`config.mk`:
```
export PLATFORM = sky130hd
export DESIGN_NAME = sorted_priority_queue_flat
export DESIGN_NICKNAME = d
export VERILOG_FILES = /design/src/rtl/spq_pkg.sv /design/src/rtl/spq_in_if.sv /design/src/rtl/spq_out_if.sv /design/src/rtl/spq_cell.sv /design/src/rtl/sorted_priority_queue.sv /design/src/flat_wrapper.sv
export SDC_FILE = /design/constraint.sdc
export NUM_CORES = 2
export LEC_CHECK = 0
export BUFFER_PORTS_ARGS = -buffer_cell sky130_fd_sc_hd__buf_2
export CAP_MARGIN = 40
export CORE_ASPECT_RATIO = 1.1
export CORE_MARGIN = 2
export CORE_UTILIZATION = 55
export DETAILED_ROUTE_END_ITERATION = 10
export PLACE_DENSITY = 0.77
export SLEW_MARGIN = 20
export SYNTH_ARGS = -nofsm -noshare
export SYNTH_HDL_FRONTEND = slang
export SYNTH_SLANG_ARGS = --single-unit
```
`constraint.sdc`:
```
create_clock -name clk -period 7.2 [get_ports clk]
set_input_delay 0.36 -clock clk [delete_from_list [all_inputs] [get_ports clk]]
set_output_delay 0.36 -clock clk [all_outputs]
set_load 0.05 [all_outputs]
```
`src/rtl/spq_pkg.sv`:
```
package spq_pkg;

  localparam int DEPTH         = 16;
  localparam int KEY_WIDTH     = 16;
  localparam int PAYLOAD_WIDTH = 32;
  localparam int CNT_WIDTH     = $clog2(DEPTH + 1);

  localparam logic [1:0] ST_OK    = 2'd0;
  localparam logic [1:0] ST_FULL  = 2'd1;
  localparam logic [1:0] ST_EMPTY = 2'd2;

  localparam logic ACT_PUSH = 1'b0;
  localparam logic ACT_POP  = 1'b1;

  typedef logic [KEY_WIDTH-1:0]     key_t;
  typedef logic [PAYLOAD_WIDTH-1:0] payload_t;
  typedef logic [CNT_WIDTH-1:0]     count_t;

  typedef struct packed {
    logic push;
    logic pop;
  } ctrl_t;

endpackage

```
`src/rtl/spq_in_if.sv`:
```
interface spq_in_if;
  logic              valid;
  logic              ready;
  logic              action;
  spq_pkg::key_t     new_key;
  spq_pkg::payload_t new_payload;

  modport source (output valid, output action, output new_key, output new_payload,
                  input ready);
  modport sink (input valid, input action, input new_key, input new_payload,
                output ready);
endinterface

```
`src/rtl/spq_out_if.sv`:
```
interface spq_out_if;
  logic              valid;
  logic              ready;
  logic [1:0]        status;
  spq_pkg::key_t     popped_key;
  spq_pkg::payload_t popped_payload;
  logic              is_empty;
  spq_pkg::key_t     head_key;
  spq_pkg::count_t   entry_count;

  modport source (output valid, output status, output popped_key, output popped_payload,
                  output is_empty, output head_key, output entry_count, input ready);
  modport sink (input valid, input status, input popped_key, input popped_payload,
                input is_empty, input head_key, input entry_count, output ready);
endinterface

```
`src/rtl/spq_cell.sv`:
```
module spq_cell (
  input  logic              clk,
  input  spq_pkg::ctrl_t    ctrl,
  input  logic              live,
  input  spq_pkg::key_t     new_key,
  input  spq_pkg::payload_t new_payload,
  input  logic              prev_ins,
  input  spq_pkg::key_t     prev_key,
  input  spq_pkg::payload_t prev_payload,
  input  spq_pkg::key_t     next_key,
  input  spq_pkg::payload_t next_payload,
  output logic              ins,
  output spq_pkg::key_t     key,
  output spq_pkg::payload_t payload,
  output spq_pkg::key_t     key_next
);

  spq_pkg::payload_t payload_next;

  // new entry lands at or before this slot
  assign ins = !live || (key > new_key);

  always_comb begin
    key_next     = key;
    payload_next = payload;
    if (ctrl.push && ins) begin
      if (prev_ins) begin
        key_next     = prev_key;
        payload_next = prev_payload;
      end else begin
        key_next     = new_key;
        payload_next = new_payload;
      end
    end else if (ctrl.pop) begin
      key_next     = next_key;
      payload_next = next_payload;
    end
  end

  always_ff @(posedge clk) begin
    key     <= key_next;
    payload <= payload_next;
  end

endmodule

```
`src/rtl/sorted_priority_queue.sv`:
```
// the result is held in an output register and is valid in the cycle after its input transfer
// throughput: one push or pop per cycle, the cells that shift all move in the same cycle
// a new item is taken only when the output register is empty or its result transfers
// in the same cycle, so a stalled output holds the input
// reset: synchronous, clears the entry count and the output valid; cell contents
// are not cleared and only slots below the count ever affect a result
module sorted_priority_queue (
  input logic      clk,
  input logic      rst,
  spq_in_if.sink   in_ch,
  spq_out_if.source out_ch
);

  localparam int N = spq_pkg::DEPTH;

  spq_pkg::count_t   count;
  spq_pkg::count_t   count_next;
  spq_pkg::ctrl_t    ctrl;
  logic              accept;
  logic              full;
  logic              empty;
  logic              out_valid;

  logic              ins      [N];
  logic              live     [N];
  spq_pkg::key_t     keys     [N];
  spq_pkg::payload_t payloads [N];
  spq_pkg::key_t     keys_next[N];

  assign in_ch.ready = !out_valid || out_ch.ready;
  assign accept      = in_ch.valid && in_ch.ready;
  assign full        = (count == spq_pkg::CNT_WIDTH'(N));
  assign empty       = (count == '0);
  assign ctrl.push   = accept && (in_ch.action == spq_pkg::ACT_PUSH) && !full;
  assign ctrl.pop    = accept && (in_ch.action == spq_pkg::ACT_POP) && !empty;

  always_comb begin
    count_next = count;
    if (ctrl.push) begin
      count_next = count + 1'b1;
    end else if (ctrl.pop) begin
      count_next = count - 1'b1;
    end
  end

  for (genvar i = 0; i < N; i++) begin : g_cell
    assign live[i] = (spq_pkg::CNT_WIDTH'(i) < count);
    if (i == 0) begin : g_first
      spq_cell u_cell (
        .clk         (clk),
        .ctrl        (ctrl),
        .live        (live[i]),
        .new_key     (in_ch.new_key),
        .new_payload (in_ch.new_payload),
        .prev_ins    (1'b0),
        .prev_key    (in_ch.new_key),
        .prev_payload(in_ch.new_payload),
        .next_key    (keys[(i + 1) % N]),
        .next_payload(payloads[(i + 1) % N]),
        .ins         (ins[i]),
        .key         (keys[i]),
        .payload     (payloads[i]),
        .key_next    (keys_next[i])
      );
    end else if (i == N - 1) begin : g_last
      spq_cell u_cell (
        .clk         (clk),
        .ctrl        (ctrl),
        .live        (live[i]),
        .new_key     (in_ch.new_key),
        .new_payload (in_ch.new_payload),
        .prev_ins    (ins[i - 1]),
        .prev_key    (keys[i - 1]),
        .prev_payload(payloads[i - 1]),
        .next_key    (keys[i]),
        .next_payload(payloads[i]),
        .ins         (ins[i]),
        .key         (keys[i]),
        .payload     (payloads[i]),
        .key_next    (keys_next[i])
      );
    end else begin : g_mid
      spq_cell u_cell (
        .clk         (clk),
        .ctrl        (ctrl),
        .live        (live[i]),
        .new_key     (in_ch.new_key),
        .new_payload (in_ch.new_payload),
        .prev_ins    (ins[i - 1]),
        .prev_key    (keys[i - 1]),
        .prev_payload(payloads[i - 1]),
        .next_key    (keys[i + 1]),
        .next_payload(payloads[i + 1]),
        .ins         (ins[i]),
        .key         (keys[i]),
        .payload     (payloads[i]),
        .key_next    (keys_next[i])
      );
    end
  end

  always_ff @(posedge clk) begin
    if (rst) begin
      count     <= '0;
      out_valid <= 1'b0;
    end else begin
      count <= count_next;
      if (accept) begin
        out_valid <= 1'b1;
      end else if (out_ch.ready) begin
        out_valid <= 1'b0;
      end
    end
  end

  always_ff @(posedge clk) begin
    if (accept) begin
      if (in_ch.action == spq_pkg::ACT_PUSH) begin
        out_ch.status <= full ? spq_pkg::ST_FULL : spq_pkg::ST_OK;
      end else begin
        out_ch.status <= empty ? spq_pkg::ST_EMPTY : spq_pkg::ST_OK;
      end
      out_ch.popped_key     <= ctrl.pop ? keys[0] : '0;
      out_ch.popped_payload <= ctrl.pop ? payloads[0] : '0;
      out_ch.is_empty       <= (count_next == '0);
      out_ch.head_key       <= (count_next == '0) ? '0 : keys_next[0];
      out_ch.entry_count    <= count_next;
    end
  end

  assign out_ch.valid = out_valid;

endmodule

```
`src/flat_wrapper.sv`:
```
// flat-port wrapper written by rule: the top's interface ports become plain ports
module sorted_priority_queue_flat 
  (clk, rst, in_ch_valid, in_ch_action, in_ch_new_key, in_ch_new_payload, in_ch_ready, out_ch_valid, out_ch_status, out_ch_popped_key, out_ch_popped_payload, out_ch_is_empty, out_ch_head_key, out_ch_entry_count, out_ch_ready);
  spq_in_if in_ch_i ();
  spq_out_if out_ch_i ();
  input logic clk;
  input logic rst;
  input wire logic [$bits(in_ch_i.valid)-1:0] in_ch_valid;
  input wire logic [$bits(in_ch_i.action)-1:0] in_ch_action;
  input wire logic [$bits(in_ch_i.new_key)-1:0] in_ch_new_key;
  input wire logic [$bits(in_ch_i.new_payload)-1:0] in_ch_new_payload;
  output wire logic [$bits(in_ch_i.ready)-1:0] in_ch_ready;
  output wire logic [$bits(out_ch_i.valid)-1:0] out_ch_valid;
  output wire logic [$bits(out_ch_i.status)-1:0] out_ch_status;
  output wire logic [$bits(out_ch_i.popped_key)-1:0] out_ch_popped_key;
  output wire logic [$bits(out_ch_i.popped_payload)-1:0] out_ch_popped_payload;
  output wire logic [$bits(out_ch_i.is_empty)-1:0] out_ch_is_empty;
  output wire logic [$bits(out_ch_i.head_key)-1:0] out_ch_head_key;
  output wire logic [$bits(out_ch_i.entry_count)-1:0] out_ch_entry_count;
  input wire logic [$bits(out_ch_i.ready)-1:0] out_ch_ready;
  assign in_ch_i.valid = in_ch_valid;
  assign in_ch_i.action = in_ch_action;
  assign in_ch_i.new_key = in_ch_new_key;
  assign in_ch_i.new_payload = in_ch_new_payload;
  assign in_ch_ready = in_ch_i.ready;
  assign out_ch_valid = out_ch_i.valid;
  assign out_ch_status = out_ch_i.status;
  assign out_ch_popped_key = out_ch_i.popped_key;
  assign out_ch_popped_payload = out_ch_i.popped_payload;
  assign out_ch_is_empty = out_ch_i.is_empty;
  assign out_ch_head_key = out_ch_i.head_key;
  assign out_ch_entry_count = out_ch_i.entry_count;
  assign out_ch_i.ready = out_ch_ready;
  sorted_priority_queue u_core (.clk(clk), .rst(rst), .in_ch(in_ch_i), .out_ch(out_ch_i));
endmodule
```
==> flow_summary.yaml <==
run_status:
  status: "finished, final reports clean"
final_layout:
  area_growth_pct: 10.6
  design_area_mm2: 0.0526
  fin_util: 0.611
  nNetsFinal: 4755
  fill_cells: 6823
  layout-drive-gt1-share: 0.128
  multiInputGateArea_mm2: 0.0210
  ff_latch_area_mm2: 0.0252
die:
  die_h_um: 313
  fp.dieW_um: 285
  rows: 113
  initial_core_util: 0.553
  core_mm2: 0.0861
  dieArea_mm2: 0.0890
  top_level_ports: 127
power_and_ir_drop:
  internal_power_uw: 10700
  power.switching_uw: 5200
  leakage_uw: 0.0204
  pwr-share-clk: 0.307
  switching_share: 0.327
  comb_power_share: 0.245
  ir_drop_uv: 308
  power_frac_seq: 0.449
  power_density_mw_per_mm2: 302
synthesis:
  synth_commonest_cells: "edfxtp_1, nor2_1, nand2_1, a21oi_1, mux2i_1"
  ys_top_cells_by_area: "edfxtp_1, mux2i_1, ha_1"
  ys_types: 72
  synth_nets: 4778
  avgSynthCellArea_um2: 10.7
  synth_ff_type: "edfxtp_1"
  syn_area_mm2: 0.0476
  synth_top_area_share: 0.520
  ys_seq_area_frac: 0.529
  synthCells: 4465
  synth-seq-cells: 846
  ys_warn_count: 0
  yosysTopAreaCell: "edfxtp_1"
  synth-edff-count: 824
  yosys.cell_count.top_type: "edfxtp_1"
  synthArstFlopShare: 0
cts:
  cts_tree: "built"
  clk_path_buf_depth: 3
  cts_sinks: 846
  htreeDepth: 3
  cts-root-buf: "clkbuf_16"
  path_clk_slew_ps: 60
  clock_latency_ps: 670
  numCtsBuffers: 89
  cts-resized-gates: 0
sta:
  slew_viol_final: 0
  rsz0062_at_grt: "false"
  holdWs_ps: 112
  fmax_mhz: 246
  skew_ps: 41.6
  finalHoldViolations: 0
  setup_ws_ps: 3140
  setup_viol: 0
  worst_pin_slew_ps: 856
  tns_ps: 0
  fin_crit_ps: 4060
  fin_crit_sh: 0.564
  slew_headroom: 0.422
setup_path:
  end_kind: "flip-flop"
  cp.required_ps: 7580
  rrSetupSlack_ps: 3280
  cp.arrival_ps: 4440
  critPathMaxFanout: 58
  crit_type: "input pin to flip-flop"
  worstSetupStartpointType: "input pin"
routing:
  dr_total_vias: 36400
  via_per_inst: 6.43
  ant_nets: 0
  drt_iter0_markers: 4157
  wl_per_cell_um: 24.3
  totalWireLength_um: 138000
  dr.pass1.iters: 6
  drcViolationCount: 0
placement:
  pre_cts_ws_ps: 2570
  io_buffer_count: 126
  dp_hpwl_um: 92000
  place.gp.congestion: 0.934
  placed_area_mm2: 0.0493
global_routing:
  grt_pass1_vias: 35600
  grt_max_degree: 98
  grt.overflow.total: 0
  grt_usage: 0.300
  antenna_found_initial: 4
  grt_pass1_wl_um: 208000
min_path:
  hold_path.class: "input pin to flip-flop"
run:
  maxCapViolations: 0
## critical path: stages
cell and delay (ps):
buf_2 340, inv_1 310, buf_4 280, ha_1 330
nand4_1 310, nor4_2 620, a21boi_0 220, and4bb_1 280
nor2_4 120, buf_4 420, buf_4 610, a21oi_1 170
## cell families after synthesis
family	count (synthesis)	synth area share
and+or+nand+nor	1457	0.130
AOI/OAI and AO/OA	960	0.115
DFF	846	0.529
muxes	557	0.122
buffers and inverters	381	0.0352
adders and majority gates	260	0.0683
xor gates and xnor gates	4	0.000736
## state kept, by name, summed over array words and instances, names as in the netlist
signal	flops
u_core.g_cell.g_last.u_cell.payload	32
u_core.out_ch.is_empty	1
u_core.out_ch.popped_payload	32
u_core.g_cell.g_first.u_cell.key	16
u_core.g_cell.g_mid.u_cell.key	224
u_core.count	5
u_core.g_cell.g_last.u_cell.key	16
u_core.g_cell.g_first.u_cell.payload	32
u_core.out_ch.head_key	16
u_core.out_ch.popped_key	16
u_core.out_ch.entry_count	5
u_core.out_ch.valid	1
u_core.out_ch.status	2
u_core.g_cell.g_mid.u_cell.payload	448
## stage by stage
step | total power, uW | instances
after floorplan | 9740 | 4465
after global placement | 10800 | 5472
after detailed placement | 11000 | 5487
after CTS | 15800 | 5653
after global routing | 16500 | 5665
final | 15900 | 5667
## power groups by stage
stage | combinational (uW) | clock (uW) | sequential [uW]
global route | 4250 | 5080 | 7170
finish | 3890 | 4870 | 7130
global placement | 3620 | 0 | 7210
detailed placement | 3780 | 0 | 7200
floorplan | 2630 | 0 | 7110
CTS | 3810 | 4890 | 7100
## layer usage
layer  track usage  up-vias  routed length (um)
li1              -    16400                   -
met1         0.399    17800               56300
met5             0        -                  27
met3        0.0350      373                9290
met2         0.505     1773               66700
met4         0.121        4                5610
## cell usage in the layout, fill, tap and decap left out, types with 126 or more instances in the layout
cell type / count
o21ai_0: 131
edfxtp_1: 824
a21oi_1: 461
a31oi_1: 243
mux2i_1: 384
buf_2: 126
nor2_1: 588
mux2_2: 173
ha_1: 260
nand2_1: 546
## path summary, 6_finish.rpt
path | cells after the start | startpoint | end
setup / recovery | 12 | in_ch_new_key[15] | u_core.g_cell[1].g_mid.u_cell.payload[8]$_DFFE_PP_
hold / removal | 2 | in_ch_action | u_core.out_ch.status[0]$_SDFFCE_PP0N_
setup reg to reg | 8 | u_core.count[1]$_SDFF_PP0_ | u_core.g_cell[3].g_mid.u_cell.payload[29]$_DFFE_PP_
hold reg to reg | 2 | u_core.g_cell[15].g_last.u_cell.payload[16]$_DFFE_PP_ | u_core.g_cell[14].g_mid.u_cell.payload[16]$_DFFE_PP_
## layout make-up
type | instances | area share
Antenna cell | 3 | 0.000143
Clock buffer | 112 | 0.0457
Clock inverter | 51 | 0.0123
Inverter | 44 | 0.00316
Multi-Input combinational cell | 3238 | 0.400
Sequential cell | 846 | 0.478
Tap cell | 1150 | 0.0273
Timing Repair Buffer | 223 | 0.0333
## what timing repair did
| item | in CTS | in global routing |
|---|---|---|
| hold buffers | 3 | 0 |
| buffers inserted | 0 | 0 |
| hold endpoints to repair | 6 | 0 |
(Power assumes the default switching activity.)
